$ cat config.mk
export PLATFORM = sky130hd
export DESIGN_NAME = quadrant_light_imbalance_check_top
export DESIGN_NICKNAME = d
export VERILOG_FILES = /design/src/design/qlic_pkg.sv /design/src/design/qlic_front.sv /design/src/design/qlic_div_stage.sv /design/src/design/quadrant_light_imbalance_check_top.sv
export SDC_FILE = /design/constraint.sdc
export NUM_CORES = 2
export LEC_CHECK = 0
export BUFFER_PORTS_ARGS = -buffer_cell sky130_fd_sc_hd__buf_4
export CAP_MARGIN = 5
export CELL_PAD_IN_SITES_DETAIL_PLACEMENT = 0
export CELL_PAD_IN_SITES_GLOBAL_PLACEMENT = 1
export CORE_MARGIN = 2
export CORE_UTILIZATION = 55
export DETAILED_ROUTE_END_ITERATION = 10
export MAX_ROUTING_LAYER = met4
export PLACE_DENSITY = 0.94
export SYNTH_ARGS = -nofsm -noshare
export SYNTH_HDL_FRONTEND = slang
export SYNTH_SLANG_ARGS = --single-unit
$ cat constraint.sdc
create_clock -name clk -period 22.5 [get_ports clk]
set_clock_uncertainty 0.15 [all_clocks]
set_input_delay 5.625 -clock clk [delete_from_list [all_inputs] [get_ports clk]]
set_output_delay 5.625 -clock clk [all_outputs]
set_load 0.02 [all_outputs]
$ cat src/design/qlic_pkg.sv
`timescale 1ns / 1ps
// ----------------------------------------------------------------------------
// qlic_pkg: shared types and constants for the quadrant light imbalance check
// Item formats, threshold set, register indexes and divider staging.
// ----------------------------------------------------------------------------
package qlic_pkg;

	// Converter field width as carried on the ports
	localparam int FIELD_W            = 12;
	localparam int COUNT_BITS_DEFAULT = 12;

	// Balance format: signed Q2.14
	localparam int FRAC_BITS = 14;
	localparam int QUO_W     = FRAC_BITS + 1;
	localparam int BAL_W     = 16;
	localparam int BAL_MAX   = 1 << FRAC_BITS;

	// Quotient bits resolved per divider stage
	localparam int DIV_STEPS = 4;

	// Threshold register widths and reset values
	localparam int MIN_TOTAL_W  = 14;
	localparam int SAT_W        = 12;
	localparam int OPEN_W       = 12;
	localparam int SHORT_W      = 13;
	localparam int CFG_DATA_W   = 14;
	localparam int CFG_IDX_W    = 2;

	localparam logic [MIN_TOTAL_W-1:0] MIN_TOTAL_RST = MIN_TOTAL_W'(100);
	localparam logic [SAT_W-1:0]       SAT_RST       = SAT_W'(4000);
	localparam logic [OPEN_W-1:0]      OPEN_RST      = OPEN_W'(0);
	localparam logic [SHORT_W-1:0]     SHORT_RST     = SHORT_W'(4095);

	typedef enum logic [CFG_IDX_W-1:0] {
		REG_MIN_TOTAL  = 2'd0,
		REG_SATURATION = 2'd1,
		REG_OPEN       = 2'd2,
		REG_SHORT      = 2'd3
	} cfg_index_t;

	typedef struct packed {
		logic [MIN_TOTAL_W-1:0] min_total_count;
		logic [SAT_W-1:0]       saturation_count;
		logic [OPEN_W-1:0]      open_count;
		logic [SHORT_W-1:0]     short_count;
	} cfg_t;

	typedef struct packed {
		logic [FIELD_W-1:0] top_left;
		logic [FIELD_W-1:0] top_right;
		logic [FIELD_W-1:0] bottom_left;
		logic [FIELD_W-1:0] bottom_right;
	} in_item_t;

	typedef struct packed {
		logic signed [BAL_W-1:0] pitch_balance;
		logic signed [BAL_W-1:0] roll_balance;
		logic                    too_dark;
		logic                    saturated;
		logic                    channel_open;
		logic                    channel_short;
	} out_item_t;

	// Sign, zero-total and fault flags riding along the divider pipe
	typedef struct packed {
		logic neg_p;
		logic neg_r;
		logic zero;
		logic too_dark;
		logic saturated;
		logic channel_open;
		logic channel_short;
	} ctl_t;

endpackage

$ cat src/design/qlic_front.sv
`timescale 1ns / 1ps
// ----------------------------------------------------------------------------
// qlic_front: first pipeline stage
// Forms quadrant sums and total, evaluates fault flags, takes balance
// magnitudes and resolves the integer quotient bit of both divisions.
// ----------------------------------------------------------------------------
module qlic_front #(
	parameter int COUNT_BITS = qlic_pkg::COUNT_BITS_DEFAULT
) (
	input  logic                                   clk,
	input  logic                                   arst_n,
	input  qlic_pkg::cfg_t                         cfg,
	input  logic                                   valid_i,
	output logic                                   ready_o,
	input  qlic_pkg::in_item_t                     item_i,
	output logic                                   valid_o,
	input  logic                                   ready_i,
	output logic [((COUNT_BITS < qlic_pkg::FIELD_W) ? COUNT_BITS : qlic_pkg::FIELD_W)+1:0] rem_p_o,
	output logic [((COUNT_BITS < qlic_pkg::FIELD_W) ? COUNT_BITS : qlic_pkg::FIELD_W)+1:0] rem_r_o,
	output logic [((COUNT_BITS < qlic_pkg::FIELD_W) ? COUNT_BITS : qlic_pkg::FIELD_W)+1:0] total_o,
	output logic [qlic_pkg::QUO_W-1:0]             quo_p_o,
	output logic [qlic_pkg::QUO_W-1:0]             quo_r_o,
	output qlic_pkg::ctl_t                         ctl_o
);
	import qlic_pkg::*;

	localparam int CH_W  = (COUNT_BITS < FIELD_W) ? COUNT_BITS : FIELD_W;
	localparam int SUM_W = CH_W + 1;
	localparam int TOT_W = CH_W + 2;

	logic [CH_W-1:0]  ch [4];
	logic [SUM_W-1:0] top_sum, bot_sum, left_sum, right_sum;
	logic [SUM_W-1:0] mag_p, mag_r;
	logic [TOT_W-1:0] total;
	logic             eq_p, eq_r;
	logic             sat_any, open_any, short_any;
	ctl_t             ctl_next;

	logic             valid_s1;
	logic [TOT_W-1:0] rem_p_s1, rem_r_s1, total_s1;
	logic [QUO_W-1:0] quo_p_s1, quo_r_s1;
	ctl_t             ctl_s1;

	// Keep the low converter bits of each channel
	assign ch[0] = CH_W'(item_i.top_left);
	assign ch[1] = CH_W'(item_i.top_right);
	assign ch[2] = CH_W'(item_i.bottom_left);
	assign ch[3] = CH_W'(item_i.bottom_right);

	// Quadrant sums and total
	assign top_sum   = SUM_W'(ch[0]) + SUM_W'(ch[1]);
	assign bot_sum   = SUM_W'(ch[2]) + SUM_W'(ch[3]);
	assign left_sum  = SUM_W'(ch[0]) + SUM_W'(ch[2]);
	assign right_sum = SUM_W'(ch[1]) + SUM_W'(ch[3]);
	assign total     = TOT_W'(top_sum) + TOT_W'(bot_sum);

	// Sign and magnitude of each difference
	always_comb begin
		ctl_next = '0;
		ctl_next.neg_p = top_sum < bot_sum;
		ctl_next.neg_r = left_sum < right_sum;
		mag_p = ctl_next.neg_p ? (bot_sum - top_sum) : (top_sum - bot_sum);
		mag_r = ctl_next.neg_r ? (right_sum - left_sum) : (left_sum - right_sum);

		// Per-channel threshold checks
		sat_any   = 1'b0;
		open_any  = 1'b0;
		short_any = 1'b0;
		for (int i = 0; i < 4; i++) begin
			sat_any   = sat_any   | (SAT_W'(ch[i]) > cfg.saturation_count);
			open_any  = open_any  | (OPEN_W'(ch[i]) <= cfg.open_count);
			short_any = short_any | (SHORT_W'(ch[i]) >= cfg.short_count);
		end

		ctl_next.zero          = total == '0;
		ctl_next.too_dark      = MIN_TOTAL_W'(total) < cfg.min_total_count;
		ctl_next.saturated     = sat_any;
		ctl_next.channel_open  = open_any & ~ctl_next.too_dark;
		ctl_next.channel_short = short_any;
	end

	// Integer quotient bit: magnitude never exceeds total
	assign eq_p = TOT_W'(mag_p) == total;
	assign eq_r = TOT_W'(mag_r) == total;

	// Advance when the next stage can take the item or this stage is empty
	assign ready_o = ~valid_s1 | ready_i;

	always_ff @(posedge clk or negedge arst_n) begin
		if (!arst_n) begin
			valid_s1 <= 1'b0;
		end else if (ready_o) begin
			valid_s1 <= valid_i;
		end
	end

	always_ff @(posedge clk) begin
		if (ready_o && valid_i) begin
			rem_p_s1 <= eq_p ? '0 : TOT_W'(mag_p);
			rem_r_s1 <= eq_r ? '0 : TOT_W'(mag_r);
			quo_p_s1 <= QUO_W'(eq_p);
			quo_r_s1 <= QUO_W'(eq_r);
			total_s1 <= total;
			ctl_s1   <= ctl_next;
		end
	end

	assign valid_o = valid_s1;
	assign rem_p_o = rem_p_s1;
	assign rem_r_o = rem_r_s1;
	assign total_o = total_s1;
	assign quo_p_o = quo_p_s1;
	assign quo_r_o = quo_r_s1;
	assign ctl_o   = ctl_s1;

endmodule

$ cat src/design/qlic_div_stage.sv
`timescale 1ns / 1ps
// ----------------------------------------------------------------------------
// qlic_div_stage: one restoring-division pipeline stage
// Resolves STEPS fraction bits of the pitch and roll quotients in parallel.
// ----------------------------------------------------------------------------
module qlic_div_stage #(
	parameter int COUNT_BITS = qlic_pkg::COUNT_BITS_DEFAULT,
	parameter int STEPS      = qlic_pkg::DIV_STEPS
) (
	input  logic                                   clk,
	input  logic                                   arst_n,
	input  logic                                   valid_i,
	output logic                                   ready_o,
	input  logic [((COUNT_BITS < qlic_pkg::FIELD_W) ? COUNT_BITS : qlic_pkg::FIELD_W)+1:0] rem_p_i,
	input  logic [((COUNT_BITS < qlic_pkg::FIELD_W) ? COUNT_BITS : qlic_pkg::FIELD_W)+1:0] rem_r_i,
	input  logic [((COUNT_BITS < qlic_pkg::FIELD_W) ? COUNT_BITS : qlic_pkg::FIELD_W)+1:0] total_i,
	input  logic [qlic_pkg::QUO_W-1:0]             quo_p_i,
	input  logic [qlic_pkg::QUO_W-1:0]             quo_r_i,
	input  qlic_pkg::ctl_t                         ctl_i,
	output logic                                   valid_o,
	input  logic                                   ready_i,
	output logic [((COUNT_BITS < qlic_pkg::FIELD_W) ? COUNT_BITS : qlic_pkg::FIELD_W)+1:0] rem_p_o,
	output logic [((COUNT_BITS < qlic_pkg::FIELD_W) ? COUNT_BITS : qlic_pkg::FIELD_W)+1:0] rem_r_o,
	output logic [((COUNT_BITS < qlic_pkg::FIELD_W) ? COUNT_BITS : qlic_pkg::FIELD_W)+1:0] total_o,
	output logic [qlic_pkg::QUO_W-1:0]             quo_p_o,
	output logic [qlic_pkg::QUO_W-1:0]             quo_r_o,
	output qlic_pkg::ctl_t                         ctl_o
);
	import qlic_pkg::*;

	localparam int CH_W  = (COUNT_BITS < FIELD_W) ? COUNT_BITS : FIELD_W;
	localparam int TOT_W = CH_W + 2;

	logic [TOT_W-1:0] rp, rr;
	logic [TOT_W:0]   sp, sr, dv;
	logic [QUO_W-1:0] qp, qr;

	logic             valid_sd;
	logic [TOT_W-1:0] rem_p_sd, rem_r_sd, total_sd;
	logic [QUO_W-1:0] quo_p_sd, quo_r_sd;
	ctl_t             ctl_sd;

	// Shift, compare and subtract once per quotient bit
	always_comb begin
		dv = {1'b0, total_i};
		rp = rem_p_i;
		rr = rem_r_i;
		qp = quo_p_i;
		qr = quo_r_i;
		sp = '0;
		sr = '0;
		for (int i = 0; i < STEPS; i++) begin
			sp = {rp, 1'b0};
			sr = {rr, 1'b0};
			if (sp >= dv) begin
				rp = TOT_W'(sp - dv);
				qp = {qp[QUO_W-2:0], 1'b1};
			end else begin
				rp = sp[TOT_W-1:0];
				qp = {qp[QUO_W-2:0], 1'b0};
			end
			if (sr >= dv) begin
				rr = TOT_W'(sr - dv);
				qr = {qr[QUO_W-2:0], 1'b1};
			end else begin
				rr = sr[TOT_W-1:0];
				qr = {qr[QUO_W-2:0], 1'b0};
			end
		end
	end

	// Hold on stall, advance otherwise
	assign ready_o = ~valid_sd | ready_i;

	always_ff @(posedge clk or negedge arst_n) begin
		if (!arst_n) begin
			valid_sd <= 1'b0;
		end else if (ready_o) begin
			valid_sd <= valid_i;
		end
	end

	always_ff @(posedge clk) begin
		if (ready_o && valid_i) begin
			rem_p_sd <= rp;
			rem_r_sd <= rr;
			quo_p_sd <= qp;
			quo_r_sd <= qr;
			total_sd <= total_i;
			ctl_sd   <= ctl_i;
		end
	end

	assign valid_o = valid_sd;
	assign rem_p_o = rem_p_sd;
	assign rem_r_o = rem_r_sd;
	assign total_o = total_sd;
	assign quo_p_o = quo_p_sd;
	assign quo_r_o = quo_r_sd;
	assign ctl_o   = ctl_sd;

endmodule

$ cat src/design/quadrant_light_imbalance_check_top.sv
`timescale 1ns / 1ps
// ----------------------------------------------------------------------------
// quadrant_light_imbalance_check_top: quadrant sun sensor imbalance check
//
//   Port group   Direction  Handshake          Payload
//   in_*         in         in_valid/in_stall  in_item   (four converter counts)
//   out_*        out        out_valid/out_stall out_item (balances and flags)
//   cfg_*        in         cfg_wr_en          cfg_index, cfg_data
//
// Takes one item per clock while in_stall is low. Stages, in order: one stage
// for sums and flags, a chain of restoring-division stages that each resolve
// up to DIV_STEPS quotient bits (the last takes the remainder), and the output register.
// Stall ripples back through the per-stage ready chain; bubbles are squeezed
// out. Reset clears every valid bit and loads the threshold reset values.
// ----------------------------------------------------------------------------
module quadrant_light_imbalance_check_top #(
	parameter int COUNT_BITS = qlic_pkg::COUNT_BITS_DEFAULT
) (
	input  logic                              clk,
	input  logic                              arst_n,
	input  logic                              in_valid,
	output logic                              in_stall,
	input  qlic_pkg::in_item_t                in_item,
	output logic                              out_valid,
	input  logic                              out_stall,
	output qlic_pkg::out_item_t               out_item,
	input  logic                              cfg_wr_en,
	input  logic [qlic_pkg::CFG_IDX_W-1:0]    cfg_index,
	input  logic [qlic_pkg::CFG_DATA_W-1:0]   cfg_data
);
	import qlic_pkg::*;

	localparam int CH_W    = (COUNT_BITS < FIELD_W) ? COUNT_BITS : FIELD_W;
	localparam int TOT_W   = CH_W + 2;
	localparam int NUM_DIV = (FRAC_BITS + DIV_STEPS - 1) / DIV_STEPS;

	cfg_t             cfg_q;
	logic             front_ready;

	logic             d_valid [0:NUM_DIV];
	logic             d_ready [0:NUM_DIV];
	logic [TOT_W-1:0] d_rem_p [0:NUM_DIV];
	logic [TOT_W-1:0] d_rem_r [0:NUM_DIV];
	logic [TOT_W-1:0] d_total [0:NUM_DIV];
	logic [QUO_W-1:0] d_quo_p [0:NUM_DIV];
	logic [QUO_W-1:0] d_quo_r [0:NUM_DIV];
	ctl_t             d_ctl   [0:NUM_DIV];

	logic             out_ready;
	logic [BAL_W-1:0] mag_p, mag_r;
	out_item_t        out_next;
	logic             out_valid_so;
	out_item_t        out_item_so;

	// Threshold registers
	always_ff @(posedge clk or negedge arst_n) begin
		if (!arst_n) begin
			cfg_q.min_total_count  <= MIN_TOTAL_RST;
			cfg_q.saturation_count <= SAT_RST;
			cfg_q.open_count       <= OPEN_RST;
			cfg_q.short_count      <= SHORT_RST;
		end else if (cfg_wr_en) begin
			unique case (cfg_index)
				REG_MIN_TOTAL:  cfg_q.min_total_count  <= cfg_data[MIN_TOTAL_W-1:0];
				REG_SATURATION: cfg_q.saturation_count <= cfg_data[SAT_W-1:0];
				REG_OPEN:       cfg_q.open_count       <= cfg_data[OPEN_W-1:0];
				REG_SHORT:      cfg_q.short_count      <= cfg_data[SHORT_W-1:0];
				default: ;
			endcase
		end
	end

	// Sums, flags and integer quotient bit
	qlic_front #(
		.COUNT_BITS(COUNT_BITS)
	) u_front (
		.clk     (clk),
		.arst_n  (arst_n),
		.cfg     (cfg_q),
		.valid_i (in_valid),
		.ready_o (front_ready),
		.item_i  (in_item),
		.valid_o (d_valid[0]),
		.ready_i (d_ready[0]),
		.rem_p_o (d_rem_p[0]),
		.rem_r_o (d_rem_r[0]),
		.total_o (d_total[0]),
		.quo_p_o (d_quo_p[0]),
		.quo_r_o (d_quo_r[0]),
		.ctl_o   (d_ctl[0])
	);

	assign in_stall = ~front_ready;

	// Fraction bits, DIV_STEPS per stage, last stage takes the remainder
	for (genvar s = 0; s < NUM_DIV; s++) begin : g_div
		localparam int LEFT  = FRAC_BITS - s * DIV_STEPS;
		localparam int STEPS = (LEFT < DIV_STEPS) ? LEFT : DIV_STEPS;

		qlic_div_stage #(
			.COUNT_BITS(COUNT_BITS),
			.STEPS     (STEPS)
		) u_div (
			.clk     (clk),
			.arst_n  (arst_n),
			.valid_i (d_valid[s]),
			.ready_o (d_ready[s]),
			.rem_p_i (d_rem_p[s]),
			.rem_r_i (d_rem_r[s]),
			.total_i (d_total[s]),
			.quo_p_i (d_quo_p[s]),
			.quo_r_i (d_quo_r[s]),
			.ctl_i   (d_ctl[s]),
			.valid_o (d_valid[s+1]),
			.ready_i (d_ready[s+1]),
			.rem_p_o (d_rem_p[s+1]),
			.rem_r_o (d_rem_r[s+1]),
			.total_o (d_total[s+1]),
			.quo_p_o (d_quo_p[s+1]),
			.quo_r_o (d_quo_r[s+1]),
			.ctl_o   (d_ctl[s+1])
		);
	end

	// Apply sign, force zero balance on an empty total
	always_comb begin
		mag_p = BAL_W'(d_quo_p[NUM_DIV]);
		mag_r = BAL_W'(d_quo_r[NUM_DIV]);
		out_next = '0;
		if (!d_ctl[NUM_DIV].zero) begin
			out_next.pitch_balance = d_ctl[NUM_DIV].neg_p ? -mag_p : mag_p;
			out_next.roll_balance  = d_ctl[NUM_DIV].neg_r ? -mag_r : mag_r;
		end
		out_next.too_dark      = d_ctl[NUM_DIV].too_dark;
		out_next.saturated     = d_ctl[NUM_DIV].saturated;
		out_next.channel_open  = d_ctl[NUM_DIV].channel_open;
		out_next.channel_short = d_ctl[NUM_DIV].channel_short;
	end

	// Output register
	assign out_ready        = ~out_valid_so | ~out_stall;
	assign d_ready[NUM_DIV] = out_ready;

	always_ff @(posedge clk or negedge arst_n) begin
		if (!arst_n) begin
			out_valid_so <= 1'b0;
		end else if (out_ready) begin
			out_valid_so <= d_valid[NUM_DIV];
		end
	end

	always_ff @(posedge clk) begin
		if (out_ready && d_valid[NUM_DIV]) begin
			out_item_so <= out_next;
		end
	end

	assign out_valid = out_valid_so;
	assign out_item  = out_item_so;

	// An empty output register means the whole chain is ready
	a_no_stall_when_drained: assert property (@(posedge clk) disable iff (!arst_n)
		!out_valid |-> !in_stall)
		else $error("input stalled with empty output register");

	// A dark reading never reports an open channel
	a_dark_not_open: assert property (@(posedge clk) disable iff (!arst_n)
		out_valid |-> !(out_item.too_dark && out_item.channel_open))
		else $error("open flag set on a dark reading");

	// Balances stay within one full scale
	a_pitch_range: assert property (@(posedge clk) disable iff (!arst_n)
		out_valid |-> (out_item.pitch_balance >= BAL_W'(-BAL_MAX)) &&
			(out_item.pitch_balance <= BAL_W'(BAL_MAX)))
		else $error("pitch balance out of range");

	a_roll_range: assert property (@(posedge clk) disable iff (!arst_n)
		out_valid |-> (out_item.roll_balance >= BAL_W'(-BAL_MAX)) &&
			(out_item.roll_balance <= BAL_W'(BAL_MAX)))
		else $error("roll balance out of range");

endmodule

==> flow_summary_export.csv <==
group,metric,value,unit
synth,synth_area_per_cell,9.14,µm²
clock_network,cts_tree,"done",
cells_and_area,final_nets,5375,
timing,slew_violations,0,
detailed_routing,wire_per_inst,21.1,µm
grt,grtUsageMet2,51.5,%
setup_path,required,22700,ps
clock_network,clk_path_buf_depth,3,
timing,relSlewSlack,21.5,%
grt,track_usage,31.1,%
outcome,outcome,"complete, no violations",
detailed_routing,wirelength,119000,µm
grt,grt_pass1_wl,187000,µm
setup_path,start_kind,"flip-flop",
clock_network,clkSlewWorstSetupHoldPaths,60,ps
timing,rsz0062_at_grt,"false",
detailed_routing,num_vias,35000,
cells_and_area,diodes,0,
detailed_routing,drt_iter0_markers,2812,
grt,grt-ovfl-total,0,
synth,async_flop_share,15.0,%
floorplanning,rows,100,
synth,ys_seq_area_share,26.9,%
clock_network,cts_hold_buf,0,
synth,synth_nets,5271,
setup_path,end_kind,"flip-flop",
cells_and_area,drive_above_1_share,11.1,%
detailed_routing,route.detailed.drc,0,
floorplanning,fp.dieArea,0.0777,mm²
floorplanning,dieWidth,279,µm
synth,ys_types,106,
detailed_routing,drt_first_pass_iters,8,
grt,grt.busiest_layer,"met2",
grt,grtUsageMet3,2.69,%
cells_and_area,area_delta_synth_final,8.41,%
synth,synth-edff-count,323,
synth,synth.ff_latch_count,380,
synth,ys.flop_type,"edfxtp_1",
clock_network,cts_resized,0,
synth,synth_top_cells_by_area,"edfxtp_1 23%, ha_1 19%, mux2_2 5.3%, xnor2_1 5.2%, a21oi_1 4.3%",
floorplanning,coreArea,0.0746,mm²
grt,grt_pass1_vias,33900,
setup_path,cp_slowest_cell,"nor2_1",
setup_path,path_class,"flip-flop to flip-flop",
clock_network,clk_latency,610,ps
synth,yosys_warnings,0,
setup_path,crit_path_max_fanout,22,
placed_design,routabilityCongestion,0.975,
detailed_routing,ant_nets,0,
clock_network,cts_root_buf,"clkbuf_16",
min_path,min_path_type,"flip-flop to flip-flop",
grt,grt_max_degree,66,
timing,setup_tns,0,ps
floorplanning,io_pins,107,
min_path,hold_depth,0,
synth,postSynthCellCount,4543,
placed_design,hpwlAfterDp,92300,µm
run,maxCapViolCount,0,
synth,synth.cell_area,0.0415,mm²
grt,antenna_found_initial,0,
clock_network,numCtsBuffers,47,
timing,fmax,79.7,MHz
setup_path,rr_worst_depth,39,
detailed_routing,vias_per_cell,6.20,
grt,use_met1,39.0,%
timing,hold_viol,0,
clock_network,cts_max_level,2,
synth,synth.top_cell.area_share,23.4,%
timing,fin_crit_sh,55.7,%
setup_path,critical_path_arrival,12740,ps
floorplanning,start_util,55.7,%
placed_design,io_buffers,106,
timing,setup_viol,0,
setup_path,cpPeakStageDelay,930,ps
timing,tightestPinTransition,1170,ps
clock_network,post-cts-setup-buffers,0,
synth,yosys.area.top_type,"edfxtp_1",
clock_network,cts_sinks,380,
floorplanning,die_h,279,µm
timing,period_minus_slack,12540,ps
## stage by stage
stage                     hold WS, ps  instance area, µm²  utilization (%)  instances  setup WS (ps)
final                             252               45000             60.4       5654           9960
after floorplan                   250               41500                -       4543          10530
after global routing              254               45000             60.4       5654           8810
after detailed placement          255               43400             58.2       5567          10080
after CTS                         244               45000             60.4       5654          10050
after global placement            250               43400             58.2       5567          10180
## layer usage
layer  share of wire (%)  wire (µm)  vias up
li1                    -          -    17000
met1                  43      50800    16600
met2                  47      55500     1134
met3                 5.7       6840      305
met4                 4.9       5840        0
met5                   0          0        -
## cells in the mapped netlist, types with 16 or more instances
master    instances
a211oi_1         25
xor2_1          136
nand2_1         243
dfstp_2          21
nand3_1          68
nor2b_1          93
o21ai_0         259
xnor2_1         246
a21o_1          181
buf_2            21
a21oi_1         357
or2_2            22
or3_1            27
nor2_1          368
mux2_2          195
a31oi_1          31
nand4_1          66
nand2b_1         72
nor3_1           87
a21boi_0         23
and2_1           25
clkbuf_1         46
o21bai_1         66
fa_1             17
ha_1            642
o31ai_1          39
o211ai_1         18
and3_1           20
o221ai_1         16
dfrtp_1          36
o21ai_1          20
edfxtp_1        323
inv_1           301
nor4_1           25
mux2i_1          38
o21a_1           98
## registers in the layout (all words and copies together), names as in the netlist, 14 cells and up
name                 cells
g_div.u_div.rem_p_o     42
g_div.u_div.rem_r_o     42
g_div.u_div.ctl_o       28
u_front.total_o         14
out_item                36
g_div.u_div.quo_p_o     42
g_div.u_div.quo_r_o     42
cfg_q                   51
g_div.u_div.total_o     42
## final timing paths
path	start	to	slack [ps]
worst max-delay path	g_div[0].u_div.total_o[1]$_DFFE_PP_	g_div[1].u_div.rem_r_o[2]$_DFFE_PP_	9960
worst min-delay path	g_div[0].u_div.ctl_o[5]$_DFFE_PP_	g_div[1].u_div.ctl_o[5]$_DFFE_PP_	250
worst max register to register	g_div[0].u_div.total_o[1]$_DFFE_PP_	g_div[1].u_div.rem_r_o[2]$_DFFE_PP_	9960
worst min register to register	g_div[0].u_div.ctl_o[5]$_DFFE_PP_	g_div[1].u_div.ctl_o[5]$_DFFE_PP_	250
max in group asynchronous	arst_n	cfg_q[37]$_DFFE_PN0P_	16610
min in group asynchronous	arst_n	cfg_q[28]$_DFFE_PN0P_	4990
## cells by family after synthesis
| kind of cell | count (synthesis) | synth area share, % |
|---|---|---|
| xor+xnor | 384 | 8.15 |
| flops | 380 | 26.9 |
| simple gates | 1177 | 13.9 |
| fa+ha+maj | 659 | 20.2 |
| buf+inv | 390 | 3.68 |
| mux | 246 | 6.69 |
| compound gates | 1307 | 20.6 |
## layout by cell type (no fill, tap or decap), types with 14 or more instances in the layout
master     count
ha_1         642
nor2_1       368
a21oi_1      357
edfxtp_1     323
inv_1        301
o21ai_0      259
xnor2_1      246
nand2_1      243
mux2_2       195
a21o_1       181
buf_4        137
xor2_1       136
o21a_1        98
nor2b_1       92
nor3_1        87
nand2b_1      72
nand3_1       68
nand4_1       66
o21bai_1      66
clkbuf_16     50
o31ai_1       39
mux2i_1       37
dfrtp_1       36
a31oi_1       31
or3_1         27
a211oi_1      25
nor4_1        25
a21boi_0      22
or2_2         22
and2_1        21
dfstp_2       21
o21ai_1       20
and3_1        20
o211ai_1      18
fa_1          17
o221ai_1      16
o31a_1        14
a22oi_1       14
## critical path: cells and delay by family, from the launching register on
kind | cells | cell delay, ps
buffers and inverters | 2 | 360
AOI/OAI and AO/OA | 22 | 5940
and+or+nand+nor | 11 | 3920
DFF | 1 | 480
adders and majority gates | 4 | 1400
## area by class of cell
class                      count  area [µm²]
fill                        6452       29500
multi-input combinational   3773       28900
sequential                   380       11200
clock buffer                  60        1310
tap                          969        1210
inverter                     308        1160
timing repair buffer         137        1030
clock inverter                27         280
Power is left out: the tool's default activity adds up to more than one toggle a clock period on the data nets, which glitch-free logic cannot reach.
